`config.mk`:
```
export PLATFORM = sky130hd
export DESIGN_NAME = hsc_div
export DESIGN_NICKNAME = d
export VERILOG_FILES = /design/src/hw/rtl/hsc_pkg.sv /design/src/hw/rtl/hsc_div.sv
export SDC_FILE = /design/constraint.sdc
export NUM_CORES = 1
export LEC_CHECK = 0
export ABC_AREA = 1
export CAP_MARGIN = 10
export CORE_MARGIN = 8
export CORE_UTILIZATION = 55
export DETAILED_ROUTE_END_ITERATION = 12
export DONT_BUFFER_PORTS = 1
export PLACE_DENSITY = 0.8
export SLEW_MARGIN = 5
export SYNTH_ARGS = -nofsm -noshare
export SYNTH_HDL_FRONTEND = slang
export SYNTH_SLANG_ARGS = --single-unit
export TNS_END_PERCENT = 20
```
`constraint.sdc`:
```
create_clock -name clk -period 5.73 [get_ports clk]
set_clock_uncertainty 0.15 [all_clocks]
set_input_delay 0.573 -clock clk [delete_from_list [all_inputs] [get_ports clk]]
set_output_delay 0.573 -clock clk [all_outputs]
set_load 0.01 [all_outputs]
```
`src/hw/rtl/hsc_pkg.sv`:
```
`timescale 1ns / 1ps
package hsc_pkg;

    // operation codes on the command channel
    localparam logic [1:0] OP_LOAD  = 2'd0;
    localparam logic [1:0] OP_RAPID = 2'd1;
    localparam logic [1:0] OP_FEED  = 2'd2;

    // register indexes on the configuration channel
    localparam logic [2:0] REG_ORIGIN_X = 3'd0;
    localparam logic [2:0] REG_ORIGIN_Y = 3'd1;
    localparam logic [2:0] REG_STEP_X   = 3'd2;
    localparam logic [2:0] REG_STEP_Y   = 3'd3;
    localparam logic [2:0] REG_COLUMNS  = 3'd4;
    localparam logic [2:0] REG_ROWS     = 3'd5;
    localparam logic [2:0] REG_HEIGHT   = 3'd6;

    // divider geometry: Q16.16 offset shifted left by 16 over a 31-bit step
    localparam int DIV_DW = 49;
    localparam int DIV_SW = 31;

    localparam logic [16:0] Q16_ONE = 17'd65536;

    localparam logic signed [34:0] S32_MAX = 35'sd2147483647;
    localparam logic signed [34:0] S32_MIN = -35'sd2147483648;

    typedef struct packed {
        logic signed [31:0] origin_x;
        logic signed [31:0] origin_y;
        logic [30:0]        step_x;     // never zero
        logic [30:0]        step_y;
        logic [5:0]         cols;       // capped at the grid size
        logic [5:0]         rows;
        logic signed [31:0] height_ref;
    } geom_t;

    typedef struct packed {
        logic [1:0]         op;
        logic signed [31:0] target_x;
        logic signed [31:0] target_y;
        logic signed [31:0] target_z;
        logic [31:0]        feed_rate;
        logic [4:0]         cell_column;
        logic [4:0]         cell_row;
        logic signed [31:0] cell_height;
        logic signed [31:0] height_rel;
    } item_t;

    typedef struct packed {
        logic              start;
        logic [DIV_DW-1:0] dividend;
        logic [DIV_SW-1:0] divisor;
    } div_req_t;

    typedef struct packed {
        logic              busy;
        logic              done;
        logic [DIV_DW-1:0] quot;
        logic [DIV_SW-1:0] rem;
    } div_rsp_t;

    function automatic logic signed [31:0] sat32(input logic signed [34:0] v);
        logic signed [31:0] r;
        if (v > S32_MAX) begin
            r = 32'sh7fffffff;
        end
        else if (v < S32_MIN) begin
            r = 32'sh80000000;
        end
        else begin
            r = v[31:0];
        end
        return r;
    endfunction

endpackage

```
`src/hw/rtl/hsc_div.sv`:
```
`timescale 1ns / 1ps
module hsc_div (
    input  logic              clk,
    input  logic              rst_n,
    input  hsc_pkg::div_req_t req,
    output hsc_pkg::div_rsp_t rsp
);
    import hsc_pkg::*;

    // restoring divider, one quotient bit per cycle
    logic              busy_reg;
    logic              done_reg;
    logic [5:0]        cnt_reg;
    logic [DIV_DW-1:0] quo_reg;
    logic [DIV_SW:0]   rem_reg;
    logic [DIV_SW-1:0] dsr_reg;

    logic [DIV_SW:0] shifted;
    logic            ge;
    logic [DIV_SW:0] rem_next;

    always_comb
    begin
        shifted  = {rem_reg[DIV_SW-1:0], quo_reg[DIV_DW-1]};
        ge       = shifted >= {1'b0, dsr_reg};
        rem_next = ge ? shifted - {1'b0, dsr_reg} : shifted;
    end

    always_ff @(posedge clk or negedge rst_n)
    begin
        if (!rst_n) begin
            busy_reg <= 1'b0;
            done_reg <= 1'b0;
            cnt_reg  <= '0;
        end
        else if (req.start) begin
            busy_reg <= 1'b1;
            done_reg <= 1'b0;
            cnt_reg  <= 6'(DIV_DW);
        end
        else if (busy_reg) begin
            cnt_reg <= cnt_reg - 6'd1;
            if (cnt_reg == 6'd1) begin
                busy_reg <= 1'b0;
                done_reg <= 1'b1;
            end
        end
        else begin
            done_reg <= 1'b0;
        end
    end

    always_ff @(posedge clk)
    begin
        if (req.start) begin
            quo_reg <= req.dividend;
            rem_reg <= '0;
            dsr_reg <= req.divisor;
        end
        else if (busy_reg) begin
            quo_reg <= {quo_reg[DIV_DW-2:0], ge};
            rem_reg <= rem_next;
        end
    end

    assign rsp.busy = busy_reg;
    assign rsp.done = done_reg;
    assign rsp.quot = quo_reg;
    assign rsp.rem  = rem_reg[DIV_SW-1:0];
endmodule

```
==> results.yml <==
timing:
  tightest_slew_ns: 0.8394
  setup_tns_ns: 0
  period_share_pct: 52.53
  setup_viol: 0
  finalCriticalPeriod_ns: 3.010
  worst_slack_ns: 2.720
  rsz0062_at_grt: "no"
  clock.fmax_mhz: 332.2
  fin_hold_ws_ns: 0.08673
  maxSlewViolCount: 0
  slew_headroom_pct: 44.04
  hold_viol: 0
worst_setup_path:
  crit_path_start_kind: "register"
  path_class: "register to register"
  end_kind: "register"
  crit_required_ns: 5.86
  cp_data_arrival_time_ns: 3.14
  cp_max_fo: 33
placement:
  dp_cells: 1203
  hpwl_um: 14980
  detailedPlace.worstSlack_ns: 2.741
  io_buffers: 0
  gp_congestion: 0.9624
global_routing:
  antenna_found_initial: 3
  grt_util_met2_pct: 37.59
  globalRoute.totalOverflow: 0
  grt_usage_pct: 22.74
  grt_first_pass_wirelength_um: 32020
  grt_use_met3_pct: 9.789
  grt_max_degree: 85
  busiest_layer: "met2"
  grt_pass1_vias: 6439
  met1_usage_pct: 25.37
drt:
  drc: 0
  routed_wl_um: 20000
  routedWlPerCell_um: 16.18
  via_count: 6489
  vias_per_cell: 5.250
  drtIter0Drc: 510
  postRouteAntennaNets: 0
  first_pass_iters: 6
layout:
  areaGrowthSynthToFinish_pct: 9.643
  multi_input_comb_area_um2: 3510
  drive_gt1_share_pct: 7.576
  layout.area.seq_um2: 3223
  fillers: 1227
  largest_reg_flops: 49
  nets: 1160
  instances_no_fill: 1236
  antenna_cells: 0
synthesis:
  ys_ff_latch: 119
  synthesis.area_um2: 7577
  synth_cell_types: 39
  ys_seq_area_share_pct: 42.54
  netlist_instances: 1048
  syn_area_per_cell_um2: 7.230
  yosysWarnings: 0
  syn_nets: 1165
cts:
  cts-root-buf: "clkbuf_16"
  clk_path_buf_depth: 2
  insertion_delay_ns: 0.43
  cts-hold-fix-buffers: 1
  post_cts_buffers: 0
  postCtsResizedCells: 0
  cts_buffers: 17
  clkSlewWorstSetupHoldPaths_ns: 0.07
  htreeDepth: 4
  tritoncts: "built"
  clock_sinks: 119
floorplanning:
  ios: 165
  rows: 43
  initial_core_util_pct: 55.45
  core_um2: 13670
  dieWidth_um: 133.4
  dieHeight_um: 133.4
  die_area_um2: 17790
hold_path:
  hold_class: "primary input to register"
status:
  status: "finished, final reports clean"
flow_run:
  drv_cap: 0
power_and_ir_drop:
  ir_drop_mv: 0.2371
  powerDensity_nw_per_um2: 508.8
  p_total_mw: 4.227
  leakage_nw: 4.366
placed cells by master (no fill, tap or decap), types with 12 or more instances in the layout:
master / count
nand2_1: 455
inv_1: 169
edfxtp_1: 80
nand3_1: 66
nor2_1: 42
ha_1: 33
dfxtp_1: 31
a21oi_1: 17
clkbuf_16: 17
nand3b_1: 16
xnor2_1: 13
o21ai_1: 12
nand3_2: 12
per-stage QoR:
step	cell area, um^2	utilization, %
final	8308	60.79
after global routing	8308	60.79
after CTS	8308	60.79
after detailed placement	7667	56.11
after global placement	7667	56.11
after floorplan	7577	-
synthesized netlist by cell type:
master	number	share of area (%)
nand2_1	455	23
inv_1	170	8.4
edfxtp_1	80	32
nand3_1	66	4.4
nor2_1	43	2.1
ha_1	33	5.4
dfxtp_1	31	8.2
a21oi_1	17	1.1
clkbuf_1	17	0.84
nand3b_1	16	1.6
xnor2_1	13	1.5
nand3_2	12	1.6
o21ai_1	12	0.79
nand2_2	9	0.74
dfrtp_1	8	2.6
inv_2	8	0.40
nand4_1	8	0.66
buf_4	5	0.50
clkinv_1	5	0.25
nor2_4	5	0.74
o21ai_0	5	0.33
and2_1	4	0.33
buf_6	3	0.45
nor3_1	3	0.20
a21oi_2	2	0.23
buf_2	2	0.13
nand2_4	2	0.30
nor2_2	2	0.17
xor2_1	2	0.23
a21oi_4	1	0.21
a31oi_1	1	0.083
buf_8	1	0.20
fa_1	1	0.26
nor2_8	1	0.26
nor4_1	1	0.083
o21bai_1	1	0.099
o22ai_1	1	0.083
or2_0	1	0.083
or3b_2	1	0.12
kinds of logic (layout without fill, tap and decap cells):
group                      Yosys count  after routing  share of synthesized area (%)
buffers and inverters              211            219                          11.18
AOI/OAI and AO/OA                   40             40                          2.956
adders and majority gates           34             34                          5.713
DFF                                119            119                          42.54
and+or+nand+nor                    629            629                          35.88
xor gates and xnor gates            15             15                          1.734
layer usage:
metal / up-vias / wire length [um] / share of wire [%]
li1: 3234 / - / -
met1: 2920 / 7970 / 40
met2: 287 / 9344 / 47
met3: 42 / 2128 / 11
met4: 6 / 514 / 2.6
met5: - / 39 / 0.20
worst max-delay path, cell delays in order (launching register included):
cell      delay (ns)
edfxtp_1        0.42
inv_1           0.09
ha_1            0.23
fa_1            0.41
inv_1           0.11
nand2_1         0.06
nand2_1         0.08
nand3_2         0.07
nand2_2         0.12
nand2_2         0.07
nand3_2         0.08
nand2_4         0.25
nand2_4         0.44
nand2_1         0.12
nand3_1         0.09
o21ai_1         0.07
worst paths after layout:
path	start	end	slack (ns)	cells past startpoint
worst max-delay path	quo_reg[48]$_DFFE_PP_	rem_reg[2]$_SDFFE_PP0P_	2.72	15
worst min-delay path	req[25]	dsr_reg[25]$_DFFE_PP_	0.09	0
worst max register to register	quo_reg[48]$_DFFE_PP_	rem_reg[2]$_SDFFE_PP0P_	2.72	15
worst min register to register	cnt_reg[3]$_DFFE_PN0P_	cnt_reg[3]$_DFFE_PN0P_	0.35	1
max in group asynchronous	rst_n	cnt_reg[2]$_DFFE_PN0P_	4.81	1
min in group asynchronous	rst_n	done_reg$_DFFE_PN0P_	0.35	1
cell type report:
| type | instances | share of cell area [%] |
|---|---|---|
| Clock inverter | 15 | 2.470 |
| Clock buffer | 17 | 5.120 |
| Timing Repair Buffer | 4 | 0.3916 |
| Sequential cell | 119 | 38.80 |
| Multi-Input combinational cell | 718 | 42.24 |
| Tap cell | 180 | 2.711 |
| Inverter | 183 | 8.268 |
power by group:
group          switching, mW  internal, mW  leakage (nW)
Clock                  0.444         0.705         0.312
Sequential             0.232          1.09          1.19
Combinational           1.13         0.636          2.86
Total                   1.80          2.43          4.37
Power figures use the tool's default switching activity.
