[src/hw/rtl/hsc_pkg.sv]
`timescale 1ns / 1ps
package hsc_pkg;

    // operation codes on the command channel
    localparam logic [1:0] OP_LOAD  = 2'd0;
    localparam logic [1:0] OP_RAPID = 2'd1;
    localparam logic [1:0] OP_FEED  = 2'd2;

    // register indexes on the configuration channel
    localparam logic [2:0] REG_ORIGIN_X = 3'd0;
    localparam logic [2:0] REG_ORIGIN_Y = 3'd1;
    localparam logic [2:0] REG_STEP_X   = 3'd2;
    localparam logic [2:0] REG_STEP_Y   = 3'd3;
    localparam logic [2:0] REG_COLUMNS  = 3'd4;
    localparam logic [2:0] REG_ROWS     = 3'd5;
    localparam logic [2:0] REG_HEIGHT   = 3'd6;

    // divider geometry: Q16.16 offset shifted left by 16 over a 31-bit step
    localparam int DIV_DW = 49;
    localparam int DIV_SW = 31;

    localparam logic [16:0] Q16_ONE = 17'd65536;

    localparam logic signed [34:0] S32_MAX = 35'sd2147483647;
    localparam logic signed [34:0] S32_MIN = -35'sd2147483648;

    typedef struct packed {
        logic signed [31:0] origin_x;
        logic signed [31:0] origin_y;
        logic [30:0]        step_x;     // never zero
        logic [30:0]        step_y;
        logic [5:0]         cols;       // capped at the grid size
        logic [5:0]         rows;
        logic signed [31:0] height_ref;
    } geom_t;

    typedef struct packed {
        logic [1:0]         op;
        logic signed [31:0] target_x;
        logic signed [31:0] target_y;
        logic signed [31:0] target_z;
        logic [31:0]        feed_rate;
        logic [4:0]         cell_column;
        logic [4:0]         cell_row;
        logic signed [31:0] cell_height;
        logic signed [31:0] height_rel;
    } item_t;

    typedef struct packed {
        logic              start;
        logic [DIV_DW-1:0] dividend;
        logic [DIV_SW-1:0] divisor;
    } div_req_t;

    typedef struct packed {
        logic              busy;
        logic              done;
        logic [DIV_DW-1:0] quot;
        logic [DIV_SW-1:0] rem;
    } div_rsp_t;

    function automatic logic signed [31:0] sat32(input logic signed [34:0] v);
        logic signed [31:0] r;
        if (v > S32_MAX) begin
            r = 32'sh7fffffff;
        end
        else if (v < S32_MIN) begin
            r = 32'sh80000000;
        end
        else begin
            r = v[31:0];
        end
        return r;
    endfunction

endpackage

[src/hw/rtl/hsc_cmd_if.sv]
`timescale 1ns / 1ps
interface hsc_cmd_if;
    logic               valid;
    logic               ready;
    logic [1:0]         operation;
    logic signed [31:0] target_x;
    logic signed [31:0] target_y;
    logic signed [31:0] target_z;
    logic [31:0]        feed_rate;
    logic [4:0]         cell_column;
    logic [4:0]         cell_row;
    logic signed [31:0] cell_height;

    modport source (output valid, operation, target_x, target_y, target_z, feed_rate,
                    cell_column, cell_row, cell_height, input ready);
    modport sink (input valid, operation, target_x, target_y, target_z, feed_rate,
                  cell_column, cell_row, cell_height, output ready);
endinterface

[src/hw/rtl/hsc_front.sv]
`timescale 1ns / 1ps
module hsc_front (
    hsc_cmd_if.sink        cmd,
    input  hsc_pkg::geom_t geom,
    input  logic           clearing,
    output logic           push_valid,
    input  logic           push_ready,
    output hsc_pkg::item_t push_data
);
    import hsc_pkg::*;

    logic accept;
    logic in_grid;
    logic keep;

    assign cmd.ready = !clearing && push_ready;
    assign accept    = cmd.valid && cmd.ready;
    assign in_grid   = ({1'b0, cmd.cell_column} < geom.cols) && ({1'b0, cmd.cell_row} < geom.rows);

    // loads off the grid and unused codes are dropped here
    always_comb
    begin
        case (cmd.operation)
            OP_LOAD:  keep = in_grid;
            OP_RAPID: keep = 1'b1;
            OP_FEED:  keep = 1'b1;
            default:  keep = 1'b0;
        endcase
    end

    assign push_valid = accept && keep;

    always_comb
    begin
        push_data.op          = cmd.operation;
        push_data.target_x    = cmd.target_x;
        push_data.target_y    = cmd.target_y;
        push_data.target_z    = cmd.target_z;
        push_data.feed_rate   = cmd.feed_rate;
        push_data.cell_column = cmd.cell_column;
        push_data.cell_row    = cmd.cell_row;
        push_data.cell_height = cmd.cell_height;
        push_data.height_rel  = sat32(35'(cmd.cell_height) - 35'(geom.height_ref));
    end
endmodule

[src/flat_wrapper.sv]
// flat-port wrapper written by rule: the top's interface ports become plain ports
module hsc_front_flat import hsc_pkg::*;
  (geom, clearing, push_valid, push_ready, push_data, cmd_valid, cmd_operation, cmd_target_x, cmd_target_y, cmd_target_z, cmd_feed_rate, cmd_cell_column, cmd_cell_row, cmd_cell_height, cmd_ready);
  hsc_cmd_if cmd_i ();
  input  hsc_pkg::geom_t geom;
  input  logic clearing;
  output logic push_valid;
  input  logic push_ready;
  output hsc_pkg::item_t push_data;
  input wire logic [$bits(cmd_i.valid)-1:0] cmd_valid;
  input wire logic [$bits(cmd_i.operation)-1:0] cmd_operation;
  input wire logic [$bits(cmd_i.target_x)-1:0] cmd_target_x;
  input wire logic [$bits(cmd_i.target_y)-1:0] cmd_target_y;
  input wire logic [$bits(cmd_i.target_z)-1:0] cmd_target_z;
  input wire logic [$bits(cmd_i.feed_rate)-1:0] cmd_feed_rate;
  input wire logic [$bits(cmd_i.cell_column)-1:0] cmd_cell_column;
  input wire logic [$bits(cmd_i.cell_row)-1:0] cmd_cell_row;
  input wire logic [$bits(cmd_i.cell_height)-1:0] cmd_cell_height;
  output wire logic [$bits(cmd_i.ready)-1:0] cmd_ready;
  assign cmd_i.valid = cmd_valid;
  assign cmd_i.operation = cmd_operation;
  assign cmd_i.target_x = cmd_target_x;
  assign cmd_i.target_y = cmd_target_y;
  assign cmd_i.target_z = cmd_target_z;
  assign cmd_i.feed_rate = cmd_feed_rate;
  assign cmd_i.cell_column = cmd_cell_column;
  assign cmd_i.cell_row = cmd_cell_row;
  assign cmd_i.cell_height = cmd_cell_height;
  assign cmd_ready = cmd_i.ready;
  hsc_front u_core (.cmd(cmd_i), .geom(geom), .clearing(clearing), .push_valid(push_valid), .push_ready(push_ready), .push_data(push_data));
endmodule
[config.mk]
export PLATFORM = sky130hd
export DESIGN_NAME = hsc_front_flat
export DESIGN_NICKNAME = d
export VERILOG_FILES = /design/src/hw/rtl/hsc_pkg.sv /design/src/hw/rtl/hsc_cmd_if.sv /design/src/hw/rtl/hsc_front.sv /design/src/flat_wrapper.sv
export SDC_FILE = /design/constraint.sdc
export NUM_CORES = 1
export LEC_CHECK = 0
export BUFFER_PORTS_ARGS = -buffer_cell sky130_fd_sc_hd__buf_2
export CAP_MARGIN = 10
export CORE_AREA = 2 2 212 214
export DETAILED_ROUTE_END_ITERATION = 12
export DIE_AREA = 0 0 214 216
export PLACE_DENSITY = 0.41
export SETUP_SLACK_MARGIN = 0.2
export SLEW_MARGIN = 30
export SYNTH_ARGS = -nofsm -noshare
export SYNTH_HDL_FRONTEND = slang
export SYNTH_SLANG_ARGS = --single-unit
export TNS_END_PERCENT = 30
[constraint.sdc]
create_clock -name vclk -period 4.25
set_clock_uncertainty 0.05 [all_clocks]
set_input_delay 0.85 -clock vclk [all_inputs]
set_output_delay 0.85 -clock vclk [all_outputs]
set_load 0.03 [all_outputs]
==> results.md <==
* Switching share of total power at 54.35%
* Power per unit of standard cell area at 232.8 mW/mm^2
* Number of instances in the synthesized netlist at 543
* Seq pwr share at 0%
* Num sequential at 0
* Number of fill cells at 5034
* Count of nets left with antenna violations after detail routing at 0
* Post-route cell area at 0.005863 mm^2
* Class of the tightest hold or removal check: input port to output pin
* Worst-case setup margin in the final layout at -0.1442 ns
* Wire length of the first global-routing pass at 26390 um
* Combined area of the multi-input logic cells at 0.002808 mm^2
* Number of buffers inserted for hold repair after clock tree synthesis at 0
* Layout net count at 1032
* Synthesized cell area at 0.003789 mm^2
* Wire per inst at 15.42 um
* Synth unique cells at 55
* Fin util at 13.38%
* Post-synthesis cell type with the largest combined area: sky130_fd_sc_hd__buf_4
* RSZ-0062 raised after global routing: true
* Iteration count of the initial detailed-routing pass at 4
* CP Cell Sequence: buf_8 > inv_4 > ha_4 > fa_2 > nand2b_4 > a21oi_4 > o21ai_4 > o21ai_4 > a31oi_4 > o41ai_4 > buf_4 > o31ai_4 > buf_6 > buf_12 > buf_12 > o21ai_2 > buf_6
* Data required, critical path at 3.35 ns
* Placed standard-cell area at 0.005161 mm^2
* Total of clock buffers placed in the layout at 0
* Status: finished, violations left
* Post-layout instance count excluding filler cells at 1237
* Relative contribution of combinational cells to total power at 100.0%
* Number of nets produced by synthesis at 931
* DP Cell Count at 1216
* Die footprint at 0.04622 mm^2
* Critical setup path kind: input port to output pin
* Total global routing track utilization at 7.747%
* Total global routing overflow at 0
* Violations in the final reports: setup timing
* Type of origin of the critical path: input port
* Post-layout min period at 4.394 ns
* Remaining DRCs at 0
* Width of the die at 214 um
* Crit path largest cell delay at 0.34 ns
* Pins Over Slew Limit at 0
* Number of global-route vias before repair at 3916
* Worst supply voltage drop on vdd at 75.09 uV
* Drt initial violations at 100
* Worst Tran Pin Value at 0.4926 ns
* Number of buffers inserted by port buffering at 169
* Final wirelength at 19080 um
* Critical path's slowest cell: sky130_fd_sc_hd__fa_2
* Arrival time worst endpoint at 3.49 ns
* Pin count of the biggest net entering global routing at 11
* Fraction of the yosys area taken by sequential cells at 0%
* Switching pwr at 741.9 uW
* Internal at 623.3 uW
* Total of max-cap violations at 0
* Clock power frac at 0%
* HPWL Detailed at 17020 um
* DR vias at 3895
* Final period utilization at 103.4%
* Number of vias per cell at 3.149
* Max_slew headroom at 66.92%
* IO Count at 551
* Critical path fanouts, max at 7
* Dpl ws at -0.4341 ns
* Kind of capture point of the worst setup path: output pin
* Synth top area cells: sky130_fd_sc_hd__buf_4 34%, sky130_fd_sc_hd__ha_1 14%, sky130_fd_sc_hd__a21oi_1 5.4%
* Reported leakage power at 2.695 nW
* Final count of hold timing violations at 0
* Setup TNS after final layout at -2.237 ns
* Routability-driven placement congestion ratio at 0.7934
* Most frequently used cell type in the post-synthesis netlist: sky130_fd_sc_hd__buf_4
* Core ar. at 0.04384 mm^2
* Most frequent cells after synthesis: 173 x sky130_fd_sc_hd__buf_4, 51 x sky130_fd_sc_hd__inv_1, 42 x sky130_fd_sc_hd__ha_1
* Share of post-route cells with drive strength above 1 at 56.23%
* Antenna violations before repair at 3
* Max Clock Freq at 227.6 MHz
* FP Rows at 77
* Post-layout power at 1.365 mW
* Initial Utilization at 8.643%
* Avg Inst Size Synth at 6.977 um^2
* Warnings from Yosys at 0
* Hold Slack at 1.650 ns
* Area delta synth->final at 54.76%
* Share of the synthesized area in the top cell type at 34.28%
* Final setup viols at 27
* Register area at 0 um^2
* Floorplan die height at 216 um
==> power by group through the flow <==
stage                     registers [mW]  logic [mW]  clock network [mW]
after floorplan                        0       0.963                   0
after global placement                 0        1.16                   0
after detailed placement               0        1.16                   0
after CTS                              0        1.35                   0
after global routing                   0        1.47                   0
final                                  0        1.37        0.0000000944
==> cell families (layout without fill, tap and decap cells) <==
logic type,after synthesis,after routing,synth area share [%]
AND/OR/NAND/NOR,83,83,11.39
XOR/XNOR,24,24,5.548
buffers and inverters,237,336,41.08
other,0,3,0
AO/OA/AOI/OAI,156,156,27.58
adder cells (fa/ha/maj),43,43,14.40
==> layout by cell type, fill, tap and decap left out, types with 3 or more instances in the layout <==
cell / n
sky130_fd_sc_hd__nor2_1: 10
sky130_fd_sc_hd__a21o_1: 19
sky130_fd_sc_hd__nand3_1: 6
sky130_fd_sc_hd__o21ai_1: 4
sky130_fd_sc_hd__o21ai_2: 5
sky130_fd_sc_hd__nand4_1: 5
sky130_fd_sc_hd__o31ai_4: 4
sky130_fd_sc_hd__diode_2: 3
sky130_fd_sc_hd__and2_1: 3
sky130_fd_sc_hd__xnor2_1: 14
sky130_fd_sc_hd__o21bai_1: 5
sky130_fd_sc_hd__nor2b_1: 3
sky130_fd_sc_hd__ha_1: 29
sky130_fd_sc_hd__o21a_1: 4
sky130_fd_sc_hd__a21oi_1: 35
sky130_fd_sc_hd__nand2_1: 25
sky130_fd_sc_hd__a21oi_2: 6
sky130_fd_sc_hd__buf_12: 6
sky130_fd_sc_hd__o21ai_4: 25
sky130_fd_sc_hd__nand2b_1: 9
sky130_fd_sc_hd__buf_2: 134
sky130_fd_sc_hd__and4_1: 4
sky130_fd_sc_hd__o21ai_0: 21
sky130_fd_sc_hd__inv_1: 48
sky130_fd_sc_hd__ha_4: 11
sky130_fd_sc_hd__buf_16: 3
sky130_fd_sc_hd__buf_6: 39
sky130_fd_sc_hd__xor2_1: 10
sky130_fd_sc_hd__buf_4: 101
sky130_fd_sc_hd__nor3_1: 6
==> worst max-delay path, delay by kind of cell <==
family,cells,cell delay [ns]
and+or+nand+nor,1,0.16
buffers and inverters,7,0.85
AOI/OAI and AO/OA,7,1.15
adders and majority gates,2,0.49
==> layer usage <==
metal	wire length, um	global-route usage [%]
met1	7235	8.385
met2	8634	13.14
met3	2601	4.059
met4	607	2.214
met5	0	0
==> cell type report <==
| type | count | share of cell area, % |
|---|---|---|
| Multi-Input combinational cell | 306 | 47.89 |
| Timing Repair Buffer | 285 | 36.00 |
| Tap cell | 592 | 12.63 |
| Inverter | 51 | 3.350 |
| Antenna cell | 3 | 0.1280 |
==> final timing paths <==
kind                from             end  slack [ns]  cells after the start
max   cmd_cell_height[0]    push_data[5]       -0.14                     17
min     cmd_target_z[25]  push_data[131]        1.65                      0
==> repair_timing <==
action	in CTS	in global routing
gates cloned	2	1
endpoints found under the setup margin	32	32
pin swaps	24	18
buffers inserted	11	4
resized for setup	79	33
Power figures use the tool's default switching activity.
