$ cat src/hw/rtl/hsc_pkg.sv
`timescale 1ns / 1ps
package hsc_pkg;

    // operation codes on the command channel
    localparam logic [1:0] OP_LOAD  = 2'd0;
    localparam logic [1:0] OP_RAPID = 2'd1;
    localparam logic [1:0] OP_FEED  = 2'd2;

    // register indexes on the configuration channel
    localparam logic [2:0] REG_ORIGIN_X = 3'd0;
    localparam logic [2:0] REG_ORIGIN_Y = 3'd1;
    localparam logic [2:0] REG_STEP_X   = 3'd2;
    localparam logic [2:0] REG_STEP_Y   = 3'd3;
    localparam logic [2:0] REG_COLUMNS  = 3'd4;
    localparam logic [2:0] REG_ROWS     = 3'd5;
    localparam logic [2:0] REG_HEIGHT   = 3'd6;

    // divider geometry: Q16.16 offset shifted left by 16 over a 31-bit step
    localparam int DIV_DW = 49;
    localparam int DIV_SW = 31;

    localparam logic [16:0] Q16_ONE = 17'd65536;

    localparam logic signed [34:0] S32_MAX = 35'sd2147483647;
    localparam logic signed [34:0] S32_MIN = -35'sd2147483648;

    typedef struct packed {
        logic signed [31:0] origin_x;
        logic signed [31:0] origin_y;
        logic [30:0]        step_x;     // never zero
        logic [30:0]        step_y;
        logic [5:0]         cols;       // capped at the grid size
        logic [5:0]         rows;
        logic signed [31:0] height_ref;
    } geom_t;

    typedef struct packed {
        logic [1:0]         op;
        logic signed [31:0] target_x;
        logic signed [31:0] target_y;
        logic signed [31:0] target_z;
        logic [31:0]        feed_rate;
        logic [4:0]         cell_column;
        logic [4:0]         cell_row;
        logic signed [31:0] cell_height;
        logic signed [31:0] height_rel;
    } item_t;

    typedef struct packed {
        logic              start;
        logic [DIV_DW-1:0] dividend;
        logic [DIV_SW-1:0] divisor;
    } div_req_t;

    typedef struct packed {
        logic              busy;
        logic              done;
        logic [DIV_DW-1:0] quot;
        logic [DIV_SW-1:0] rem;
    } div_rsp_t;

    function automatic logic signed [31:0] sat32(input logic signed [34:0] v);
        logic signed [31:0] r;
        if (v > S32_MAX) begin
            r = 32'sh7fffffff;
        end
        else if (v < S32_MIN) begin
            r = 32'sh80000000;
        end
        else begin
            r = v[31:0];
        end
        return r;
    endfunction

endpackage

$ cat src/hw/rtl/hsc_queue.sv
`timescale 1ns / 1ps
module hsc_queue (
    input  logic           clk,
    input  logic           rst_n,
    input  logic           push_valid,
    output logic           push_ready,
    input  hsc_pkg::item_t push_data,
    output logic           pop_valid,
    input  logic           pop_ready,
    output hsc_pkg::item_t pop_data
);
    import hsc_pkg::*;

    // two-entry FIFO between classifier and executor
    item_t      slot_reg [2];
    logic       wr_ptr_reg;
    logic       rd_ptr_reg;
    logic [1:0] count_reg;

    logic do_push;
    logic do_pop;

    assign push_ready = count_reg != 2'd2;
    assign pop_valid  = count_reg != 2'd0;
    assign pop_data   = slot_reg[rd_ptr_reg];
    assign do_push    = push_valid && push_ready;
    assign do_pop     = pop_valid && pop_ready;

    always_ff @(posedge clk or negedge rst_n)
    begin
        if (!rst_n) begin
            wr_ptr_reg <= 1'b0;
            rd_ptr_reg <= 1'b0;
            count_reg  <= '0;
        end
        else begin
            if (do_push) begin
                wr_ptr_reg <= !wr_ptr_reg;
            end
            if (do_pop) begin
                rd_ptr_reg <= !rd_ptr_reg;
            end
            if (do_push && !do_pop) begin
                count_reg <= count_reg + 2'd1;
            end
            else if (do_pop && !do_push) begin
                count_reg <= count_reg - 2'd1;
            end
        end
    end

    always_ff @(posedge clk)
    begin
        if (do_push) begin
            slot_reg[wr_ptr_reg] <= push_data;
        end
    end
endmodule

$ cat config.mk
export PLATFORM = sky130hd
export DESIGN_NAME = hsc_queue
export DESIGN_NICKNAME = d
export VERILOG_FILES = /design/src/hw/rtl/hsc_pkg.sv /design/src/hw/rtl/hsc_queue.sv
export SDC_FILE = /design/constraint.sdc
export NUM_CORES = 1
export LEC_CHECK = 0
export ABC_CLOCK_PERIOD_IN_PS = 11500
export BUFFER_PORTS_ARGS = -buffer_cell sky130_fd_sc_hd__buf_2
export CAP_MARGIN = 20
export CORE_ASPECT_RATIO = 0.5
export CORE_MARGIN = 2
export CORE_UTILIZATION = 38
export CTS_CLUSTER_DIAMETER = 60
export DETAILED_ROUTE_END_ITERATION = 16
export GPL_TIMING_DRIVEN = 0
export RECOVER_POWER = 25
export SLEW_MARGIN = 20
export SYNTH_ARGS = -nofsm -noshare
export SYNTH_HDL_FRONTEND = slang
export SYNTH_SLANG_ARGS = --single-unit
$ cat constraint.sdc
create_clock -name clk -period 11.5 [get_ports clk]
set_clock_uncertainty 0.15 [all_clocks]
set_input_delay 3.45 -clock clk [delete_from_list [all_inputs] [get_ports clk]]
set_output_delay 3.45 -clock clk [all_outputs]
set_load 0.1 [all_outputs]
==> results.md, run 1 <==
- Endpoint of the worst hold path: count_reg[1]$_DFFE_PN0P_
- Syn Nets: 862
- Worst-Skew Late Latency: 0.53 ns
- CTS tree: done
- Adder-cell share of the synthesized area: 0.0805%
- Total Routing Usage GR: 15.8%
- Detailed-route wire length per cell: 20.5 µm
- Hold wc startpoint: count_reg[1]$_DFFE_PN0P_
- RSZ-0062 raised after global routing: false
- First-pass GRT wire length: 50,700 µm
- CTS buffer count: 40
- Worst hold stages: 1
- Gr ovfl total: 0
- Initial antenna violation count: 6
- Relative slew slack: 49.4%
- Most frequent cells in the layout: edfxtp_1, buf_2, mux2_4, mux2_2, clkbuf_16
- Syn avg cell area: 23.8 µm²
- Multi-input logic area: 2960 µm²
- Worst-Margin Slew: 0.758 ns
- Arr. time, crit path: 2.08 ns
- Critical path's most frequent cell: buf_6
- Postcts setup bufs: 0
- Die H: 147 µm
- Post-synthesis sequential area ratio: 79.5%
- # setup viols final: 0
- GPL Wtd Cong: 0.756
- Hold-fix buffers at CTS: 0
- Total number of vias: 7,707
- Largest family of logic cells by synthesized area: multiplexers
- Finished Core Util: 49.4%
- Residual DRC: 0
- Die Area: 42,600 µm²
- Deepest clock path buffer count: 3
- Hold WC Path Type: reg2reg
- Crit path max-delay cell type: dfrtp_1
- CP max FO: 10
- Yosys warnings: 0
- Post-synthesis mux area share: 18.4%
- Worst r2r src: count_reg[0]$_DFFE_PN0P_
- Max stage delay on crit path: 0.34 ns
- Area grow syn2layout: 28.4%
- Largest net degree at the start of global routing: 54
- H-tree Lvls: 2
- Final #Nets: 1,330
- Final Hold Fails: 0
- Startpoint types: flop
- Fillers: 3,383
- Most common library cell in the layout ignoring fill and taps: edfxtp_1
- Initial DRC count: 414
- Worst-path clk slew: 0.07 ns
- Final worst-path cycle share: 49.4%
- DR vias/cell: 4.54
- Critical Path End Type: output port
- I/O Buffers: 413
- Peak Freq: 176 MHz
- # resized after CTS: 0
- Clock sink total: 412
- CORE AREA: 40,300 µm²
- Max-cap viol count: 0
- Storage cell area: 12,400 µm²
- DRT Pass-1 Iters: 6
- Antenna viol nets, final: 0
- Final max-slew violation count: 0
- Synth Area in Simple Gates: 0.217%
- Ports: 414
- Post-synth cell types: 15
- Die Wd: 290 µm
- DP Wirelength: 25,400 µm
- Final Critical Period: 5.68 ns
- Layout cells sized above 1: 59.0%
- Outcome: finished, final reports clean
- Reg-to-reg slack, setup: 8.86 ns
- Compound-Gate Fraction of Synth Area: 0%
- Clock root buffer: clkbuf_16
- Vias in the first global route: 8,279
- XOR/XNOR Fraction of Synth Area: 0.282%
- Worst path required time: 7.90 ns
- Mapped Area: 15,500 µm²
- Post-Route WL: 34,900 µm
- Post-synthesis sequential element count: 412
- Syn Inst Count: 653
- Max reg flops: 408
- Row count: 52
- Setup CP Type: reg2out
- Starting Density: 38.5%
- Worst r2r dst: slot_reg[0][178]$_DFFE_PP_
- CP Cell Sequence: buf_6, buf_6, buf_6, mux2_4, buf_2
- R2R cell count: 7
-- worst max-delay path, delay by kind of cell, from the launching register on --
kind	cells	cell delay, ns
flops	1	0.34
buf+inv	4	0.87
mux	1	0.31
-- routing by layer --
| metal | routed length [µm] | up-vias | GRT usage (%) |
|---|---|---|---|
| met5 | 0 | - | 0 |
| met4 | 951 | 0 | 5.76 |
| met3 | 1070 | 59 | 2.77 |
| met2 | 20100 | 133 | 31.3 |
| met1 | 12700 | 3959 | 16.9 |
| li1 | - | 3556 | - |
-- kinds of logic (layout without fill, tap and decap cells) --
logic type,count (synthesis),in the layout
adders and majority gates,1,1
other,0,6
and+or+nand+nor,7,7
xor gates and xnor gates,5,5
muxes,204,204
buffers and inverters,24,522
DFF,412,412
-- cells in the mapped netlist --
cell type  number  area share (%)
dfrtp_1         4            0.64
nor2_1          2           0.048
or2_2           1           0.040
ha_1            1           0.081
xor2_1          2            0.11
nand2b_1        1           0.040
mux2_2         54             3.9
buf_6          18             1.3
mux2_4        150              14
inv_1           1           0.024
nand2_1         2           0.048
edfxtp_1      408              79
xnor2_1         3            0.17
and3_1          1           0.040
buf_2           5            0.16
-- metrics by stage --
| stage | cell area (µm²) | cells | setup TNS (ns) | hold WS (ns) | setup slack [ns] |
|---|---|---|---|---|---|
| global placement | 18300 | 1606 | -184.70 | 0.330 | -0.901 |
| global route | 19900 | 1697 | 0 | 0.380 | 5.73 |
| floorplan | 15500 | 653 | 0 | 0.306 | 1.99 |
| CTS | 20000 | 1691 | 0 | 0.342 | 5.75 |
| detailed placement | 18600 | 1619 | 0 | 0.330 | 5.88 |
| finish | 19900 | 1697 | 0 | 0.346 | 5.82 |
-- worst max path at each step --
stage,start,to,slack [ns]
after global routing,rd_ptr_reg$_DFFE_PN0P_,pop_data[122],5.73
after detailed placement,push_valid,slot_reg[0][180]$_DFFE_PP_,5.88
after floorplan,push_valid,slot_reg[0][0]$_DFFE_PP_,1.99
final,rd_ptr_reg$_DFFE_PN0P_,pop_data[122],5.82
after CTS,rd_ptr_reg$_DFFE_PN0P_,pop_data[99],5.75
after global placement,push_valid,slot_reg[0][180]$_DFFE_PP_,-0.90
-- layout make-up --
cell class                      instances  share of cell area [%]
Buffer                                 23                    1.14
Clock inverter                         27                    1.62
Antenna cell                            6                  0.0753
Inverter                                1                  0.0188
Clock buffer                           45                    5.22
Multi-Input combinational cell        217                    14.9
Tap cell                              540                    3.39
Timing Repair Buffer                  426                    11.7
Sequential cell                       412                    61.9
Power of run 1 is left out: the tool's default activity adds up to more than one toggle a clock period on the data nets, which glitch-free logic cannot reach.
==> inputs of run 2 (changes only) <==
--- a/config.mk
+++ b/config.mk
@@ -5,7 +5,8 @@
 export SDC_FILE = /design/constraint.sdc
 export NUM_CORES = 1
 export LEC_CHECK = 0
-export ABC_CLOCK_PERIOD_IN_PS = 11500
+export ABC_AREA = 1
+export ABC_CLOCK_PERIOD_IN_PS = 5900
 export BUFFER_PORTS_ARGS = -buffer_cell sky130_fd_sc_hd__buf_2
 export CAP_MARGIN = 20
 export CORE_ASPECT_RATIO = 0.5
==> constraint.sdc (replaced) <==
create_clock -name clk -period 5.9 [get_ports clk]
set_clock_uncertainty 0.15 [all_clocks]
set_input_delay 1.77 -clock clk [delete_from_list [all_inputs] [get_ports clk]]
set_output_delay 1.77 -clock clk [all_outputs]
set_load 0.1 [all_outputs]
==> run 2 against run 1 <==
Net effect: flip-flop and latch count did not move; largest cell class unchanged; highest routed layer unchanged; sequential share of layout area rose by 1.7 points; first-iteration DRC count rose by 33%; critical endpoint is now pop_data[147]; global-route usage rose by 1.8 points.
==> results.md, run 2 <==
- Outcome: finished, final reports clean
- Most common library cell in the layout ignoring fill and taps: nand2_1
- Area grow syn2layout: 28.3% (about the same)
- Startpoint types: flop
- Postcts setup bufs: 0 (unchanged)
- CORE AREA: 39,100 µm² (-3.2%)
- Antenna viol nets, final: 0 (unchanged)
- CTS buffer count: 38 (-5.0%)
- Mapped Area: 15,100 µm² (-2.6%)
- DRT Pass-1 Iters: 5 (-1)
- Initial DRC count: 549 (+33%)
- DP Area: 18,300 µm² (-1.4%)
- CP max FO: 10 (unchanged)
- Syn Nets: 1,303 (+51%)
- Post-synthesis sequential element count: 412 (unchanged)
- Final #Nets: 1,776 (+34%)
- Residual DRC: 0 (unchanged)
- Post-placement setup slack: 1.78 ns (-4.10 ns)
- Ports: 414 (unchanged)
- DP Wirelength: 26,900 µm (+5.9%)
- CP Cell Sequence: buf_4, inv_4, buf_6, buf_6, nand2_1, nand2_1, buf_2
- Setup WS post-layout: 1.76 ns (-4.06 ns)
- Top_reg_cell synth: edfxtp_1
- Area leader, netlist: edfxtp_1
- Arr. time, crit path: 2.22 ns (+0.14 ns)
- Reg-to-reg slack, setup: 3.14 ns (-5.72 ns)
- # setup viols final: 0 (unchanged)
- Worst r2r src: count_reg[0]$_DFFE_PN0P_
- Syn Inst Count: 1,094 (+68%)
- Buf+Inv Stages, Crit Path: 5 (+1)
- Starting Density: 38.7% (+0.22 points)
- Total Routing Usage GR: 17.7% (+1.8 points)
- Final worst-path cycle share: 70.1%
- Final Cell Area: 19,400 µm² (-2.7%)
- # resized after CTS: 0 (unchanged)
- Synth area leaders: edfxtp_1, nand2_1, buf_6, buf_2, dfrtp_1
- Die Wd: 286 µm (-1.3%)
- Worst hold stages: 1 (unchanged)
- Initial antenna violation count: 4 (-2)
- Yosys warnings: 0 (unchanged)
- R2R cell count: 11 (+4)
- Worst path required time: 3.98 ns (-3.92 ns)
- Die H: 145 µm (-1.3%)
- Setup CP Type: reg2out
- Fillers: 3,436 (+1.6%)
- Most frequent cells in the layout: nand2_1, buf_2, edfxtp_1, clkbuf_1, clkbuf_16
- Layout cells sized above 1: 31.2% (-28 points)
- Gr ovfl total: 0 (unchanged)
- Critical Path End Type: output port
- GPL Wtd Cong: 0.794 (+4.9%)
- Ys async rst share: 0.971% (unchanged)
- Clock root buffer: clkbuf_16
- Worst-Margin Slew: 0.608 ns (-0.150 ns)
- Max-cap viol count: 0 (unchanged)
- Die Area: 41,500 µm² (-2.6%)
- Hold-fix buffers at CTS: 0 (unchanged)
- Commonest cells post-synth: nand2_1, edfxtp_1, buf_2, buf_6, inv_1
- Hold WC Path Type: reg2reg
- I/O Buffers: 413 (unchanged)
- CP delay by family, top: buffers and inverters
- Peak Freq: 242 MHz
- Endpoint of the worst hold path: count_reg[0]$_DFFE_PN0P_
- Worst-path clk slew: 0.06 ns (about the same)
- Total number of vias: 9,423 (+22%)
- H-tree Lvls: 2 (unchanged)
- Relative slew slack: 59.4% (+10 points)
- Post-synth EDFFs: 408 (unchanged)
- First-pass GRT wire length: 54,800 µm (+8.0%)
- Post-synthesis sequential area ratio: 81.7% (+2.2 points)
- Count leader, synth: nand2_1
- Crit path max-delay cell type: buf_2
- Max reg flops: 408 (unchanged)
- Setup TNS: 0 ns (unchanged)
- Hold wc startpoint: count_reg[0]$_DFFE_PN0P_
- Final Critical Period: 4.14 ns
- CTS tree: done
- Post-Route WL: 37,100 µm (+6.4%)
- Row count: 51 (-1.9%)
- Top cell type's share of synthesized area: 81.0% (+2.1 points)
- Vias in the first global route: 9,092 (+9.8%)
- DR vias/cell: 4.43 (-2.4%)
- Post-synth cell types: 15 (unchanged)
- Max stage delay on crit path: 0.47 ns (+0.13 ns)
- Final Hold Fails: 0 (unchanged)
- Final max-slew violation count: 0 (unchanged)
- Deepest clock path buffer count: 3 (unchanged)
- RSZ-0062 raised after global routing: false
- Syn avg cell area: 13.8 µm² (-42%)
- Largest net degree at the start of global routing: 26 (-52%)
- Detailed-route wire length per cell: 17.4 µm (-15%)
- Worst r2r dst: slot_reg[1][94]$_DFFE_PP_
- Worst-Skew Late Latency: 0.54 ns (about the same)
- Clock sink total: 412 (unchanged)
run 2: changes by cell type in the layout (fill, tap and decap cells not counted), sizes merged, moves of 6 or more:
cell | before | now
nand2 | 2 | 622
inv | 3 | 9
mux2 | 204 | 0
bufinv | 7 | 0
buf | 413 | 448
run 2: cells by family after synthesis:
family        after synthesis  share of synthesized area (%)
buf+inv                    52                           2.54
xor+xnor                    2                          0.116
fa+ha+maj                   1                         0.0827
simple gates              627                           15.6
flops                     412                           81.7
run 2: cell type report:
class / instances / area, µm² / share of cell area, %
antenna: 4 / 10.0 / 0.0516
buffer: 45 / 355 / 1.83
clock buffer: 51 / 1000 / 5.15
clock inverter: 14 / 85.1 / 0.439
inverter: 7 / 28.8 / 0.148
multi-input combinational: 630 / 2400 / 12.4
sequential: 412 / 12400 / 63.7
tap: 530 / 663 / 3.42
timing repair buffer: 433 / 2500 / 12.9
run 2: worst max path at each step:
stage / startpoint / slack [ns] / end / cells after the start
2_1_floorplan: push_valid / -1.97 / slot_reg[0][0]$_DFFE_PP_ / 2
3_3_place_gp: push_valid / -5.40 / slot_reg[1][94]$_DFFE_PP_ / 3
3_5_place_dp: push_valid / 1.78 / slot_reg[1][94]$_DFFE_PP_ / 10
4_1_cts: rd_ptr_reg$_DFFE_PN0P_ / 1.71 / pop_data[147] / 7
5_1_grt: rd_ptr_reg$_DFFE_PN0P_ / 1.66 / pop_data[147] / 7
6_report: rd_ptr_reg$_DFFE_PN0P_ / 1.76 / pop_data[147] / 7
run 2: stage by stage:
step / cells / utilization, % / hold WS, ns
after floorplan: 1094 / - / 0.312
after global placement: 2037 / 45.7 / 0.341
after detailed placement: 2057 / 47.0 / 0.343
after CTS: 2122 / 49.8 / 0.356
after global routing: 2126 / 49.7 / 0.365
final: 2126 / 49.7 / 0.353
run 2: per-layer routing:
metal | wire length (µm) | GRT usage [%] | up-vias
met5 | 0 | 0 | -
met4 | 1120 | 6.20 | 0
met3 | 1140 | 2.86 | 70
met2 | 21200 | 34.3 | 179
met1 | 13600 | 19.3 | 4508
li1 | - | - | 4666
Power of run 2 is left out for the same reason.
